$ cat src/hw/rtl/seven_segment_number_serializer_assert.svh
// Assertion macros for the seven-segment number serializer.
// Included by the top level; no other dependencies.
`ifndef SEVEN_SEGMENT_NUMBER_SERIALIZER_ASSERT_SVH
`define SEVEN_SEGMENT_NUMBER_SERIALIZER_ASSERT_SVH
`ifndef NO_ASSERTIONS
// consequent must hold in the same cycle as the antecedent
`define SSNS_ASSERT_SAME(label, clk, rst_n, ante, cons) \
	label: assert property (@(posedge clk) disable iff (!rst_n) (ante) |-> (cons)) \
		else $error("ssns: same-cycle check failed");
// consequent must hold in the cycle after the antecedent
`define SSNS_ASSERT_NEXT(label, clk, rst_n, ante, cons) \
	label: assert property (@(posedge clk) disable iff (!rst_n) (ante) |=> (cons)) \
		else $error("ssns: next-cycle check failed");
`else
`define SSNS_ASSERT_SAME(label, clk, rst_n, ante, cons)
`define SSNS_ASSERT_NEXT(label, clk, rst_n, ante, cons)
`endif
`endif

$ cat src/hw/rtl/ssns_pkg.sv
// Shared types, constants and the segment lookup for the number serializer.
// No dependencies.
`default_nettype none
package ssns_pkg;

	localparam logic [3:0] MAX_DIGITS     = 4'd8;
	localparam int         QUEUE_DEPTH    = 2;
	localparam int         QPTR_W         = (QUEUE_DEPTH > 1) ? $clog2(QUEUE_DEPTH) : 1;
	localparam int         QLVL_W         = $clog2(QUEUE_DEPTH + 1);

	// configuration register indexes
	localparam logic [3:0] REG_DIGIT_BASE   = 4'd0;
	localparam logic [3:0] REG_COMMON_ANODE = 4'd1;

	localparam logic [4:0] BASE_RESET = 5'd10;
	localparam logic [4:0] BASE_MIN   = 5'd2;
	localparam logic [4:0] BASE_MAX   = 5'd16;

	typedef struct packed {
		logic [15:0] value;
		logic [3:0]  digit_count;
	} in_item_t;

	typedef struct packed {
		logic serial_bit;
		logic last_bit;
	} out_item_t;

	// live configuration handed to the front end
	typedef struct packed {
		logic [4:0] digit_base;
		logic       common_anode;
	} cfg_t;

	// one queued digit: final segment byte and whether it closes the request
	typedef struct packed {
		logic [7:0] pattern;
		logic       last;
	} digit_entry_t;

	// common-anode segment patterns, 0-9 then A b C d E F
	function automatic logic [7:0] seg_pattern(input logic [3:0] digit);
		logic [7:0] p;
		case (digit)
			4'h0: p = 8'hC0;
			4'h1: p = 8'hF9;
			4'h2: p = 8'hA4;
			4'h3: p = 8'hB0;
			4'h4: p = 8'h99;
			4'h5: p = 8'h92;
			4'h6: p = 8'h82;
			4'h7: p = 8'hF8;
			4'h8: p = 8'h80;
			4'h9: p = 8'h98;
			4'hA: p = 8'h88;
			4'hB: p = 8'h83;
			4'hC: p = 8'hC6;
			4'hD: p = 8'hA1;
			4'hE: p = 8'h86;
			4'hF: p = 8'h8E;
			default: p = 8'hFF;
		endcase
		return p;
	endfunction

endpackage
`default_nettype wire

$ cat src/hw/rtl/ssns_front.sv
// Front end: accepts requests and splits the value into digits with a
// radix-4 restoring divider. Depends on ssns_pkg.
`default_nettype none
module ssns_front (
	input  wire logic                 clk,
	input  wire logic                 arst_n,
	input  wire ssns_pkg::cfg_t       cfg,
	input  wire logic                 in_valid,
	output logic                      in_stall,
	input  wire ssns_pkg::in_item_t   in_item,
	output logic                      push_valid,
	input  wire logic                 push_ready,
	output ssns_pkg::digit_entry_t    push_data
);
	import ssns_pkg::*;

	localparam logic [1:0] ST_IDLE = 2'd0;
	localparam logic [1:0] ST_DIV  = 2'd1;
	localparam logic [1:0] ST_PUSH = 2'd2;

	logic [1:0]  state_q;
	logic [15:0] div_q;
	logic [3:0]  rem_q;
	logic [2:0]  step_q;
	logic [3:0]  digits_left_q;
	logic [4:0]  base_q;
	logic        anode_q;

	logic [4:0]  base_eff;
	logic [3:0]  count_eff;
	logic        accept;
	logic [4:0]  t1, t0;
	logic [3:0]  r1, r0;
	logic        q1, q0;

	// clamp base and digit count
	always_comb begin
		if (cfg.digit_base < BASE_MIN) begin
			base_eff = BASE_MIN;
		end else if (cfg.digit_base > BASE_MAX) begin
			base_eff = BASE_MAX;
		end else begin
			base_eff = cfg.digit_base;
		end
		count_eff = (in_item.digit_count > MAX_DIGITS) ? MAX_DIGITS : in_item.digit_count;
	end

	assign in_stall = (state_q != ST_IDLE);
	assign accept   = in_valid && !in_stall;

	// two restoring steps per cycle, dividend MSBs first
	always_comb begin
		t1 = {rem_q, div_q[15]};
		q1 = (t1 >= base_q);
		r1 = q1 ? 4'(t1 - base_q) : t1[3:0];
		t0 = {r1, div_q[14]};
		q0 = (t0 >= base_q);
		r0 = q0 ? 4'(t0 - base_q) : t0[3:0];
	end

	// digit hand-off to the queue
	assign push_valid        = (state_q == ST_PUSH);
	assign push_data.pattern = seg_pattern(rem_q) ^ {8{~anode_q}};
	assign push_data.last    = (digits_left_q == 4'd1);

	// control
	always_ff @(posedge clk or negedge arst_n) begin
		if (!arst_n) begin
			state_q       <= ST_IDLE;
			step_q        <= 3'd0;
			digits_left_q <= 4'd0;
		end else begin
			case (state_q)
				ST_IDLE: begin
					if (accept && count_eff != 4'd0) begin
						state_q       <= ST_DIV;
						step_q        <= 3'd0;
						digits_left_q <= count_eff;
					end
				end
				ST_DIV: begin
					step_q <= step_q + 3'd1;
					if (step_q == 3'd7) begin
						state_q <= ST_PUSH;
					end
				end
				ST_PUSH: begin
					if (push_ready) begin
						if (digits_left_q == 4'd1) begin
							state_q <= ST_IDLE;
						end else begin
							state_q <= ST_DIV;
						end
						step_q        <= 3'd0;
						digits_left_q <= digits_left_q - 4'd1;
					end
				end
				default: begin
					state_q <= ST_IDLE;
				end
			endcase
		end
	end

	// datapath: dividend becomes quotient after eight steps
	always_ff @(posedge clk) begin
		if (state_q == ST_IDLE && accept) begin
			div_q   <= in_item.value;
			rem_q   <= 4'd0;
			base_q  <= base_eff;
			anode_q <= cfg.common_anode;
		end else if (state_q == ST_DIV) begin
			div_q <= {div_q[13:0], q1, q0};
			rem_q <= r0;
		end else if (state_q == ST_PUSH && push_ready) begin
			rem_q <= 4'd0;
		end
	end

endmodule
`default_nettype wire

$ cat src/hw/rtl/ssns_queue.sv
// Short queue of segment bytes between front end and serializer.
// Depends on ssns_pkg.
`default_nettype none
module ssns_queue (
	input  wire logic                    clk,
	input  wire logic                    arst_n,
	input  wire logic                    push_valid,
	output logic                         push_ready,
	input  wire ssns_pkg::digit_entry_t  push_data,
	output logic                         pop_valid,
	input  wire logic                    pop_ready,
	output ssns_pkg::digit_entry_t       pop_data
);
	import ssns_pkg::*;

	digit_entry_t        entry_q [QUEUE_DEPTH];
	logic [QPTR_W-1:0]   wr_ptr_q, rd_ptr_q;
	logic [QLVL_W-1:0]   level_q;
	logic                do_push, do_pop;

	assign push_ready = (level_q != QLVL_W'(QUEUE_DEPTH));
	assign pop_valid  = (level_q != '0);
	assign pop_data   = entry_q[rd_ptr_q];
	assign do_push    = push_valid && push_ready;
	assign do_pop     = pop_valid && pop_ready;

	// pointers and fill level
	always_ff @(posedge clk or negedge arst_n) begin
		if (!arst_n) begin
			wr_ptr_q <= '0;
			rd_ptr_q <= '0;
			level_q  <= '0;
		end else begin
			if (do_push) begin
				wr_ptr_q <= (wr_ptr_q == QPTR_W'(QUEUE_DEPTH - 1)) ? '0 : wr_ptr_q + 1'b1;
			end
			if (do_pop) begin
				rd_ptr_q <= (rd_ptr_q == QPTR_W'(QUEUE_DEPTH - 1)) ? '0 : rd_ptr_q + 1'b1;
			end
			if (do_push && !do_pop) begin
				level_q <= level_q + 1'b1;
			end else if (do_pop && !do_push) begin
				level_q <= level_q - 1'b1;
			end
		end
	end

	// storage
	always_ff @(posedge clk) begin
		if (do_push) begin
			entry_q[wr_ptr_q] <= push_data;
		end
	end

endmodule
`default_nettype wire

$ cat src/hw/rtl/ssns_back.sv
// Back end: shifts each queued segment byte out MSB first through an
// output register. Depends on ssns_pkg.
`default_nettype none
module ssns_back (
	input  wire logic                    clk,
	input  wire logic                    arst_n,
	input  wire logic                    pop_valid,
	output logic                         pop_ready,
	input  wire ssns_pkg::digit_entry_t  pop_data,
	output logic                         out_valid,
	input  wire logic                    out_stall,
	output ssns_pkg::out_item_t          out_item
);
	import ssns_pkg::*;

	logic [7:0]  shift_q;
	logic        last_q;
	logic [2:0]  bit_cnt_q;
	logic        busy_q;
	logic        out_valid_q;
	out_item_t   out_item_q;

	logic        out_free;
	logic        load_out;
	logic        byte_done;

	assign out_free  = !out_valid_q || !out_stall;
	assign load_out  = busy_q && out_free;
	assign byte_done = load_out && (bit_cnt_q == 3'd7);
	assign pop_ready = !busy_q || byte_done;

	assign out_valid = out_valid_q;
	assign out_item  = out_item_q;

	// shifter control
	always_ff @(posedge clk or negedge arst_n) begin
		if (!arst_n) begin
			busy_q      <= 1'b0;
			bit_cnt_q   <= 3'd0;
			out_valid_q <= 1'b0;
		end else begin
			if (pop_valid && pop_ready) begin
				busy_q    <= 1'b1;
				bit_cnt_q <= 3'd0;
			end else if (load_out) begin
				bit_cnt_q <= bit_cnt_q + 3'd1;
				if (byte_done) begin
					busy_q <= 1'b0;
				end
			end
			if (out_free) begin
				out_valid_q <= busy_q;
			end
		end
	end

	// shifter and output payload
	always_ff @(posedge clk) begin
		if (pop_valid && pop_ready) begin
			shift_q <= pop_data.pattern;
			last_q  <= pop_data.last;
		end else if (load_out) begin
			shift_q <= {shift_q[6:0], 1'b0};
		end
		if (load_out) begin
			out_item_q.serial_bit <= shift_q[7];
			out_item_q.last_bit   <= last_q && (bit_cnt_q == 3'd7);
		end
	end

endmodule
`default_nettype wire

$ cat src/hw/rtl/seven_segment_number_serializer.sv
// Seven-segment number serializer, top level: config registers, front end,
// digit queue and bit serializer. Depends on ssns_pkg and the ssns_* modules.
//
// Usage:
//   Input channel (in_valid / in_stall / in_item) takes a request of a 16-bit
//   value and a digit count (0 sends nothing, above 8 is clamped to 8). The
//   value is split least significant digit first in the configured base, each
//   digit is looked up as a segment byte, and the bytes leave on the output
//   channel (out_valid / out_stall / out_item) one bit per result, MSB first,
//   with last_bit set on the final bit of the request.
//   Timing: the divider resolves two quotient bits per cycle; each digit passes
//   through the divide state and then a hand-off state that waits for queue
//   room. A request holds the input stalled until its last digit is queued,
//   and the next one is taken once that digit is queued. The serializer sends
//   one bit per cycle while the receiver does not stall, so output bursts of 8
//   bits are spaced by the divider.
//   Config port (cfg_valid / cfg_ready, always ready): index 0 digit_base,
//   index 1 common_anode; write only while idle. Reset restores base 10 and
//   common-anode mode and empties the queue and output register.
//   When the receiver stalls, the output holds; the queue fills and the
//   front end waits with its digit ready.
`default_nettype none
`include "seven_segment_number_serializer_assert.svh"
module seven_segment_number_serializer (
	input  wire logic                 clk,
	input  wire logic                 arst_n,
	input  wire logic                 in_valid,
	output logic                      in_stall,
	input  wire ssns_pkg::in_item_t   in_item,
	output logic                      out_valid,
	input  wire logic                 out_stall,
	output ssns_pkg::out_item_t       out_item,
	input  wire logic                 cfg_valid,
	output logic                      cfg_ready,
	input  wire logic [3:0]           cfg_index,
	input  wire logic [4:0]           cfg_data
);
	import ssns_pkg::*;

	logic [4:0]    digit_base_q;
	logic          common_anode_q;
	cfg_t          cfg;

	logic          push_valid, push_ready;
	digit_entry_t  push_data;
	logic          pop_valid, pop_ready;
	digit_entry_t  pop_data;

	// configuration registers
	assign cfg_ready = 1'b1;

	always_ff @(posedge clk or negedge arst_n) begin
		if (!arst_n) begin
			digit_base_q   <= BASE_RESET;
			common_anode_q <= 1'b1;
		end else if (cfg_valid && cfg_ready) begin
			case (cfg_index)
				REG_DIGIT_BASE:   digit_base_q   <= cfg_data;
				REG_COMMON_ANODE: common_anode_q <= cfg_data[0];
				default: ;
			endcase
		end
	end

	assign cfg.digit_base   = digit_base_q;
	assign cfg.common_anode = common_anode_q;

	ssns_front u_front (
		.clk        (clk),
		.arst_n     (arst_n),
		.cfg        (cfg),
		.in_valid   (in_valid),
		.in_stall   (in_stall),
		.in_item    (in_item),
		.push_valid (push_valid),
		.push_ready (push_ready),
		.push_data  (push_data)
	);

	ssns_queue u_queue (
		.clk        (clk),
		.arst_n     (arst_n),
		.push_valid (push_valid),
		.push_ready (push_ready),
		.push_data  (push_data),
		.pop_valid  (pop_valid),
		.pop_ready  (pop_ready),
		.pop_data   (pop_data)
	);

	ssns_back u_back (
		.clk        (clk),
		.arst_n     (arst_n),
		.pop_valid  (pop_valid),
		.pop_ready  (pop_ready),
		.pop_data   (pop_data),
		.out_valid  (out_valid),
		.out_stall  (out_stall),
		.out_item   (out_item)
	);

	// a request with digits to send keeps the front end busy next cycle
	`SSNS_ASSERT_NEXT(a_req_busy, clk, arst_n, in_valid && !in_stall && in_item.digit_count != 4'd0, in_stall)
	// digits are only handed off while a request is in progress
	`SSNS_ASSERT_SAME(a_push_busy, clk, arst_n, push_valid, in_stall)
	// an empty queue that gets no push stays empty
	`SSNS_ASSERT_NEXT(a_empty_idle, clk, arst_n, !pop_valid && !push_valid && pop_ready, !pop_valid || $past(push_valid))

endmodule
`default_nettype wire

$ cat config.mk
export PLATFORM = sky130hd
export DESIGN_NAME = seven_segment_number_serializer
export DESIGN_NICKNAME = d
export VERILOG_FILES = /design/src/hw/rtl/ssns_pkg.sv /design/src/hw/rtl/ssns_front.sv /design/src/hw/rtl/ssns_queue.sv /design/src/hw/rtl/ssns_back.sv /design/src/hw/rtl/seven_segment_number_serializer.sv
export VERILOG_INCLUDE_DIRS = /design/src /design/src/hw/rtl
export SDC_FILE = /design/constraint.sdc
export NUM_CORES = 1
export LEC_CHECK = 0
export BUFFER_PORTS_ARGS = -buffer_cell sky130_fd_sc_hd__buf_2
export CORE_MARGIN = 1.5
export CORE_UTILIZATION = 30
export CTS_CLUSTER_DIAMETER = 150
export DETAILED_ROUTE_END_ITERATION = 8
export PLACE_DENSITY = 0.42
export SLEW_MARGIN = 10
export SYNTH_ARGS = -nofsm -noshare
export SYNTH_HDL_FRONTEND = slang
export SYNTH_SLANG_ARGS = --single-unit
$ cat constraint.sdc
create_clock -name clk -period 10.17 [get_ports clk]
set_input_delay 3.051 -clock clk [delete_from_list [all_inputs] [get_ports clk]]
set_output_delay 3.051 -clock clk [all_outputs]
set_load 0.1 [all_outputs]
=== Yosys cells after proc, flatten, opt, wreduce, memory -nomap -nowiden ===
Memory sizes are Yosys's and may differ from the RTL's. A register that Yosys moved wholly into a read port is not among the register bits.
Cells that the tools add are included.

* Bits of input ports: 34
* Bits in writable memories: 18
* Register bits: 61
* Bits in read-only memories: 112
* Memories kept: 2

* $add $sub $neg: 9
* Mux-type cells: 34
* Reductions and logical operators: 37
* $lt $le $gt $ge: 5
* Bitwise operators: 2
* Eq/ne operators: 10

{| class="wikitable"
|+ Memories
! name !! words !! width !! read ports !! clocked after Yosys merged registers in !! wr ports !! RTL line !! text
|-
| (name not given) || 16 || 7 || 1 || 1 || 0 || ssns_pkg.sv:44 || <nowiki>case (digit)</nowiki>
|-
| u_queue.entry_q || 2 || 9 || 1 || 0 || 1 || ssns_queue.sv:16 || <nowiki>digit_entry_t entry_q [QUEUE_DEPTH];</nowiki>
|}

{| class="wikitable"
|+ Operator list
! cell !! number
|-
| 4-bit two-way mux || 9
|-
| 16-bit two-way mux || 2
|-
| 8-bit two-way mux || 2
|-
| 2-bit nonzero test || 8
|-
| 3-bit two-way mux || 4
|-
| 5-bit >= comparator || 2
|-
| 1-bit logical AND || 10
|-
| 2-bit two-way mux || 5
|-
| 3-bit case mux with 3 select lines || 1
|-
| 3-bit AND reduction || 3
|-
| 4-bit by 1-bit == test with 1-bit output, second input constant || 2
|-
| 1-bit two-way mux || 8
|-
| 4-bit case mux with 2 select lines || 1
|-
| 4-bit subtractor || 2
|-
| 8-bit bitwise XOR || 1
|-
| 3-bit by 1-bit adder with 3-bit output, second input constant || 2
|-
| 3-bit == test, second input constant || 2
|-
| 1-bit logical NOT || 6
|-
| 2-bit case mux with 3 select lines || 1
|-
| 2-bit AND reduction || 3
|-
| 5-bit greater-than comparator, second input constant || 1
|-
| 5-bit by 2-bit less-than comparator with 1-bit output, second input constant || 1
|-
| 5-bit two-way mux || 1
|-
| 4-bit greater-than comparator, second input constant || 1
|-
| 15 further kinds || 19
|}

=== Logic depth before layout (Yosys ltp) ===
Gate-level depths: netlist of run 1.

* Word-level depth: 9
* Mapped depth: 18
* Depth with buffers taken out: 18

=== Hierarchy ===
A second synthesis of run 1 with hierarchy kept.

* Cell total of the unflattened synthesis: 377
* Area, all modules: 4460.5 um^2

{| class="wikitable"
|+ Modules (own cells, without submodules)
! module !! area each (um^2) !! instances !! cells an instance
|-
| ssns_front || 2611.3 || 1 || 272
|-
| ssns_queue || 860.8 || 1 || 46
|-
| ssns_back || 710.7 || 1 || 42
|-
| seven_segment_number_serializer || 277.8 || 1 || 17
|}

=== Worst setup path after synthesis of run 1 ===
Ideal clock, no wire load.

* Kind: in2reg
* Start: input in_valid
* End: register (tool-made name)
* Path buffers: 0
* Stages: 10
* Slack: 5249 ps
* Arrival: 4799 ps
* Cell sequence: o21ba_2 -> a21oi_1 -> nand2_1 -> o31ai_1 -> a31o_2 -> inv_1 -> ha_1 -> nand3_1 -> o21ai_0 -> a221o_1

{| class="wikitable"
|+ RTL lines
! element !! RTL line !! text
|-
| start, declared || seven_segment_number_serializer.sv:27 || <nowiki>input wire logic in_valid,</nowiki>
|}

==> flow_summary_export.csv, run 1 <==
group,metric,value,unit
drt,via_count,2893,
cells_and_area,multi_input_area,1836,um^2
floorplan,die_h,123.4,um
worst_hold_path,min_path_type,"reg2reg",
worst_setup_path,critPathMaxStageDelay,0.37,ns
power_and_ir_drop,finalPower,1.935,mW
drt,wl_met2,4.200,mm
synth,synthArstFlopShare,27.91,%
floorplan,die_area,15220,um^2
drt,ant_nets,0,
cells_and_area,fillers,1428,
synth,ys_ff_latch,86,
timing,setup_viol,0,
drt,detail_route.wl_per_cell,13.77,um
cells_and_area,drive_gt1_share,18.20,%
synth,syn_area,4345,um^2
placement,place_area,4688,um^2
drt,wl,8.453,mm
global_routing,track_usage,12.33,%
global_routing,overflow,0,
synth,yosysUniqueCellTypes,62,
cells_and_area,fin_nets,487,
floorplan,core_area,13990,um^2
worst_hold_path,worstHoldEndpoint,"u_back.out_item[1]",
drt,drt_iter0_markers,126,
clock_network,cts_sinks,86,
timing,fin_crit_sh,49.10,%
timing,skew,0.006024,ns
worst_hold_path,hold_depth,0,
clock_network,clk_latency,0.34,ns
synth,ys.warnings.count,0,
cells_and_area,n_antenna_cell,0,
clock_network,cts_setup_buffers,0,
worst_setup_path,cp-start-kind,"input port",
clock_network,cts-root-buf,"clkbuf_16",
synth,syn_avg_cell_area,11.00,um^2
worst_setup_path,crit_chain,"buf_2 > o21ba_2 > a21oi_1 > nand2_1 > o31ai_1 > a31o_2 > inv_1 > ha_1 > nand3_1 > o21ai_0 > a221o_1",
floorplan,rows,43,
timing,final.min_clock_period,4.994,ns
drt,route.met3.wl,219,um
drt,wirelength_met1,3.913,mm
worst_setup_path,ff2ff_path_depth,17,
timing,drv_slew,0,
global_routing,antenna_found_initial,0,
timing,max_slew.worst_pin.slew,0.9372,ns
synth,syn-num-nets,453,
timing,fmax,200.3,MHz
clock_network,cts_made_buffers,9,
placement,dp_hpwl,6.227,mm
clock_network,clockBufferDepth,2,
drt,top_layer,"met4",
worst_setup_path,reg2reg_from,"u_front.base_q[0]",
run,drv_cap,0,
clock_network,h-tree-depth,3,
synth,ys.flop_type,"edfxtp_1",
clock_network,cts_hold_buf,0,
drt,post-route-drc-count,0,
power_and_ir_drop,vdd_drop_max,0.1440,mV
clock_network,path_clk_slew,0.06,ns
drt,first_pass_iters,4,
worst_setup_path,cp.required,10.40,ns
synth,ys_seq_area_share,54.22,%
timing,maxSlewHeadroom,36.95,%
worst_setup_path,crit_type,"in2reg",
power_and_ir_drop,p_per_area,387.6,nW/um^2
outcome,status,"completed",
global_routing,grt_pass1_wl,14.31,mm
floorplan,die_x,123.4,um
cells_and_area,final_area,4992,um^2
worst_setup_path,worstSetupEndpointType,"flop",
synth,synth_edf_count,51,
clock_network,cts_tree,"yes",
global_routing,grt_max_degree,25,
global_routing,grt_pass1_vias,2978,
floorplan,io_pins,39,
cells_and_area,seqCellArea,2356,um^2
clock_network,cts_resized,0,
floorplan,initial_core_util,31.06,%
worst_setup_path,critPathArrivalTime,5.22,ns
cells_and_area,area_delta_synth_final,14.89,%
worst_setup_path,crit_slowest_cell,"a21oi_1",
worst_setup_path,cp_max_fo,17,
power_and_ir_drop,p_leak,2.134,nW
worst_hold_path,worstHoldStart,"u_back.shift_q[7]",
placement,gp_congestion,0.7504,
placement,port_buffers,37,
synth,syn_inst,395,
timing,setup_tns,0,ns
worst_setup_path,r2r_slack,5.64,ns
timing,hold_viol_final,0,
drt,viasPerCell,4.712,
timing,rsz0062_at_grt,"false",
## worst max-delay path: cells and delay by family
kind                     cells  cell delay, ns
AO/OA/AOI/OAI                6            1.41
adder cells (fa/ha/maj)      1            0.35
buffers and inverters        2            0.21
AND/OR/NAND/NOR              2            0.18
## flip-flops by register name, summed over array words and instances (netlist names), 2 cells and up, named ones only
name,count
u_front.state_q,2
digit_base_q,5
u_back.bit_cnt_q,3
u_queue.level_q,2
u_front.div_q,16
u_back.out_item,2
u_front.base_q,5
u_front.rem_q,4
u_front.digits_left_q,4
u_back.shift_q,8
u_queue.entry_q,18
u_front.step_q,3
## logic make-up after synthesis
family	Yosys count	share of synthesized area, %
buffers and inverters	37	3.542
flip-flops	86	54.22
AND/OR/NAND/NOR	135	13.94
AO/OA/AOI/OAI	74	12.38
multiplexers	22	5.356
XOR/XNOR	16	3.225
other	1	0.08630
adder cells (fa/ha/maj)	24	7.256
## worst max-delay path by stage
stage               slack, ns  cells after the start      from    to
floorplan                5.25                     10  in_valid  flop
global placement         4.86                     11  in_valid  flop
detailed placement       4.77                     11  in_valid  flop
CTS                      5.13                     11  in_valid  flop
global route             5.02                     11  in_valid  flop
finish                   5.18                     11  in_valid  flop
## Yosys cell counts (all sizes together) (2+ instances only)
cell type | number | share of area, %
and2 | 3 | 0.43
a21o | 5 | 0.86
mux2i | 12 | 2.8
nor3b | 2 | 0.35
dfxtp | 11 | 5.1
o22ai | 4 | 0.58
o211ai | 2 | 0.46
nor3 | 5 | 0.58
nand2b | 6 | 0.86
nand2 | 69 | 6.0
ha | 22 | 6.3
a31o | 2 | 0.40
o21ai | 5 | 0.75
xor2 | 4 | 0.81
a211oi | 5 | 0.98
buf | 4 | 0.69
inv | 23 | 2.0
dfrtp | 21 | 12
edfxtp | 51 | 35
nor2 | 33 | 2.9
fa | 2 | 0.92
dfstp | 3 | 1.8
a221o | 3 | 0.69
a21oi | 26 | 3.0
o22a | 3 | 0.60
or2 | 2 | 0.29
nor2b | 7 | 1.0
xnor2 | 12 | 2.4
clkbuf | 10 | 0.86
a31oi | 3 | 0.78
a22o | 3 | 0.60
mux2 | 10 | 2.6
## cells in the final DEF, fill, tap and decap left out, types with 4 or more instances in the layout
cell type	instances
dfxtp_1	11
a21o_1	5
a21oi_1	26
nand2_1	69
edfxtp_1	51
nor2_1	32
nor2b_1	7
nand2b_1	6
nor3_1	5
clkbuf_16	9
o22ai_1	4
ha_1	22
dfrtp_1	21
xor2_1	4
inv_1	21
buf_2	37
xnor2_1	12
mux2_2	10
a211oi_1	4
mux2i_1	12
## layer usage
layer,vias to the layer above,track usage (%)
met2,34,21.01
met3,8,3.644
met4,0,4.310
li1,1459,-
met1,1392,14.81
met5,-,0
## where the power goes
part	total [mW]	internal, mW	switching [mW]
combinational	0.993	0.425	0.568
clock	0.335	0.204	0.131
sequential	0.607	0.528	0.0799
## per-stage QoR
step,hold slack (ns),utilization [%],std cells,setup slack [ns]
floorplan,0.4003,-,395,5.249
global placement,0.4392,33.52,598,4.859
detailed placement,0.4258,33.52,598,4.773
CTS,0.4400,35.69,614,5.134
global route,0.4525,35.69,614,5.016
finish,0.4337,35.69,614,5.176
## final cells by class
cell class,instances,area share [%]
well taps,180,4.511
repair buffers,37,3.709
multi-input cells,272,36.77
inverters,23,1.729
clock inverters,3,0.8772
flip-flops and latches,86,47.19
clock buffers,13,5.213
No activity file was read; power rests on OpenSTA's default activity.
==> run 2: changes to the inputs <==
Settings changed: ABC_AREA set to 1, PLACE_DENSITY 0.42 to 0.44.
Clock period 10.17 ns to 4.4 ns, I/O delays scaled along.
==> flow_summary_export.csv, run 2 <==
group,metric,value,unit
global_routing,track_usage,12.07,%
cells_and_area,largest_registers,"u_queue.entry_q x18, u_front.div_q x16, u_back.shift_q x8",
timing,setup_tns,0,ns
clock_network,cts_setup_buffers,0,
run,drv_cap,0,
cells_and_area,fillers,1415,
drt,via_count,2958,
drt,first_pass_iters,4,
floorplan,die_x,123.5,um
clock_network,cts_tree,"yes",
clock_network,h-tree-depth,3,
synth,ys_seq_area_share,54.12,%
global_routing,overflow,0,
synth,yosysUniqueCellTypes,43,
timing,final.min_clock_period,3.447,ns
timing,fin_crit_sh,78.33,%
worst_hold_path,min_path_type,"reg2reg",
worst_setup_path,worstSetupEndpointType,"flop",
cells_and_area,final_cell_mix,"nand2_1, inv_1, edfxtp_1, buf_2, nor2_1",
cells_and_area,fin_nets,554,
cells_and_area,drive_gt1_share,16.97,%
clock_network,clk_latency,0.34,ns
synth,yosysTopAreaCell,"edfxtp_1",
global_routing,grt_pass1_vias,2983,
synth,synth_area_leaders,"edfxtp_1, dfrtp_1, nand2_1",
synth,ys.flop_type,"edfxtp_1",
floorplan,core_area,14040,um^2
clock_network,clockBufferDepth,2,
placement,port_buffers,37,
global_routing,grt_max_degree,26,
worst_setup_path,cp_max_fo,7,
synth,synth_top_area_share,35.18,%
clock_network,cts_hold_buf,0,
timing,max_slew.worst_pin.slew,0.8192,ns
synth,ys_ff_latch,86,
clock_network,cts_resized,0,
outcome,status,"completed",
global_routing,antenna_found_initial,0,
floorplan,initial_core_util,31.00,%
clock_network,cts_sinks,86,
synth,synth_most_common_cell,"nand2_1",
worst_setup_path,crit_type,"reg2reg",
synth,synthArstFlopShare,27.91,%
synth,syn-num-nets,513,
timing,setup_viol,0,
synth,synth_top_cells_by_count,"nand2_1, edfxtp_1, inv_1",
synth,syn_inst,455,
cells_and_area,mostFrequentLayoutCell,"nand2_1",
drt,drt_iter0_markers,178,
cells_and_area,multi_input_area,1725,um^2
timing,fmax,290.1,MHz
cells_and_area,largest_reg_flops,18,
drt,post-route-drc-count,0,
clock_network,cts-root-buf,"clkbuf_16",
drt,detail_route.wl_per_cell,11.80,um
cells_and_area,area_delta_synth_final,15.92,%
floorplan,die_h,123.5,um
timing,drv_slew,0,
synth,syn_avg_cell_area,9.567,um^2
placement,gp_congestion,0.8309,
worst_setup_path,cp.required,4.69,ns
worst_setup_path,critPathArrivalTime,3.73,ns
synth,ys.warnings.count,0,
timing,maxSlewHeadroom,45.19,%
clock_network,cts_made_buffers,9,
timing,skew,0.005652,ns
floorplan,rows,43,
clock_network,path_clk_slew,0.06,ns
cells_and_area,finish.utilization,35.94,%
synth,syn_area,4353,um^2
worst_setup_path,cp-start-kind,"flop",
cells_and_area,n_antenna_cell,0,
drt,ant_nets,0,
synth,synth_edf_count,51,
timing,hold_viol_final,0,
floorplan,io_pins,39,
cells_and_area,top_register,"u_queue.entry_q",
placement,dp_hpwl,5.804,mm
drt,wl,8.037,mm
global_routing,grt_pass1_wl,14.01,mm
timing,rsz0062_at_grt,"false",
floorplan,die_area,15240,um^2
drt,viasPerCell,4.344,
cells_and_area,seqCellArea,2356,um^2
[run 2: layout make-up]
cell class	count	share of cell area, %
Inverter	58	4.637
Clock buffer	12	5.505
Multi-Input combinational cell	302	34.19
Sequential cell	86	46.69
Timing Repair Buffer	39	3.967
Clock inverter	4	0.5455
Tap cell	180	4.463
[run 2: path summary, 6_finish.rpt]
kind                              startpoint                        to  slack, ns  cells past startpoint
max                        u_front.div_q[15]                      flop       0.95                     23
min                        u_back.shift_q[7]        u_back.out_item[1]       0.43                      0
max reg2reg                u_front.div_q[15]                      flop       0.95                     23
min reg2reg                u_back.shift_q[7]        u_back.out_item[1]       0.43                      0
max in group asynchronous             arst_n           digit_base_q[2]       3.04                      1
min in group asynchronous             arst_n  u_front.digits_left_q[0]       0.96                      1
[run 2: stage by stage]
stage	worst slack (ns)	std cells	hold slack [ns]	cell area, um^2
floorplan	1.339	455	0.4003	4353
global placement	1.006	665	0.4013	4741
detailed placement	0.9772	665	0.4057	4741
CTS	0.9541	681	0.4254	5046
global route	0.6162	681	0.4341	5046
finish	0.9533	681	0.4274	5046
[run 2: cell families after synthesis]
logic type,after synthesis,share of synthesized area [%]
other cells,1,0.08615
buf+inv,67,6.295
compound gates,51,7.474
simple gates,210,21.50
flops,86,54.12
fa+ha+maj,24,7.243
mux,1,0.2587
xor+xnor,15,3.018
[run 2: critical path: stages (launching register included)]
cell	delay (ns)
edfxtp_1	0.43
inv_1	0.08
ha_1	0.16
inv_1	0.06
fa_1	0.38
xor2_1	0.17
nand2_1	0.09
nand2_1	0.08
ha_1	0.34
nand2_1	0.11
inv_1	0.05
a21oi_2	0.16
nand3_2	0.14
inv_2	0.12
nand2_1	0.06
nand2_1	0.08
nand2_1	0.05
nand2_1	0.18
inv_1	0.10
ha_1	0.20
nand3b_1	0.15
nand2_1	0.07
nand2_1	0.05
nand2_1	0.05
[run 2: layer usage]
layer  global-route usage [%]  wire, um
met1                    14.24      3774
met5                        0         0
met3                    4.520       364
met2                    19.93      3724
met4                    4.670       174
Power of run 2 is left out: the tool's default activity adds up to more than one toggle a clock period on the data nets, which glitch-free logic cannot reach.
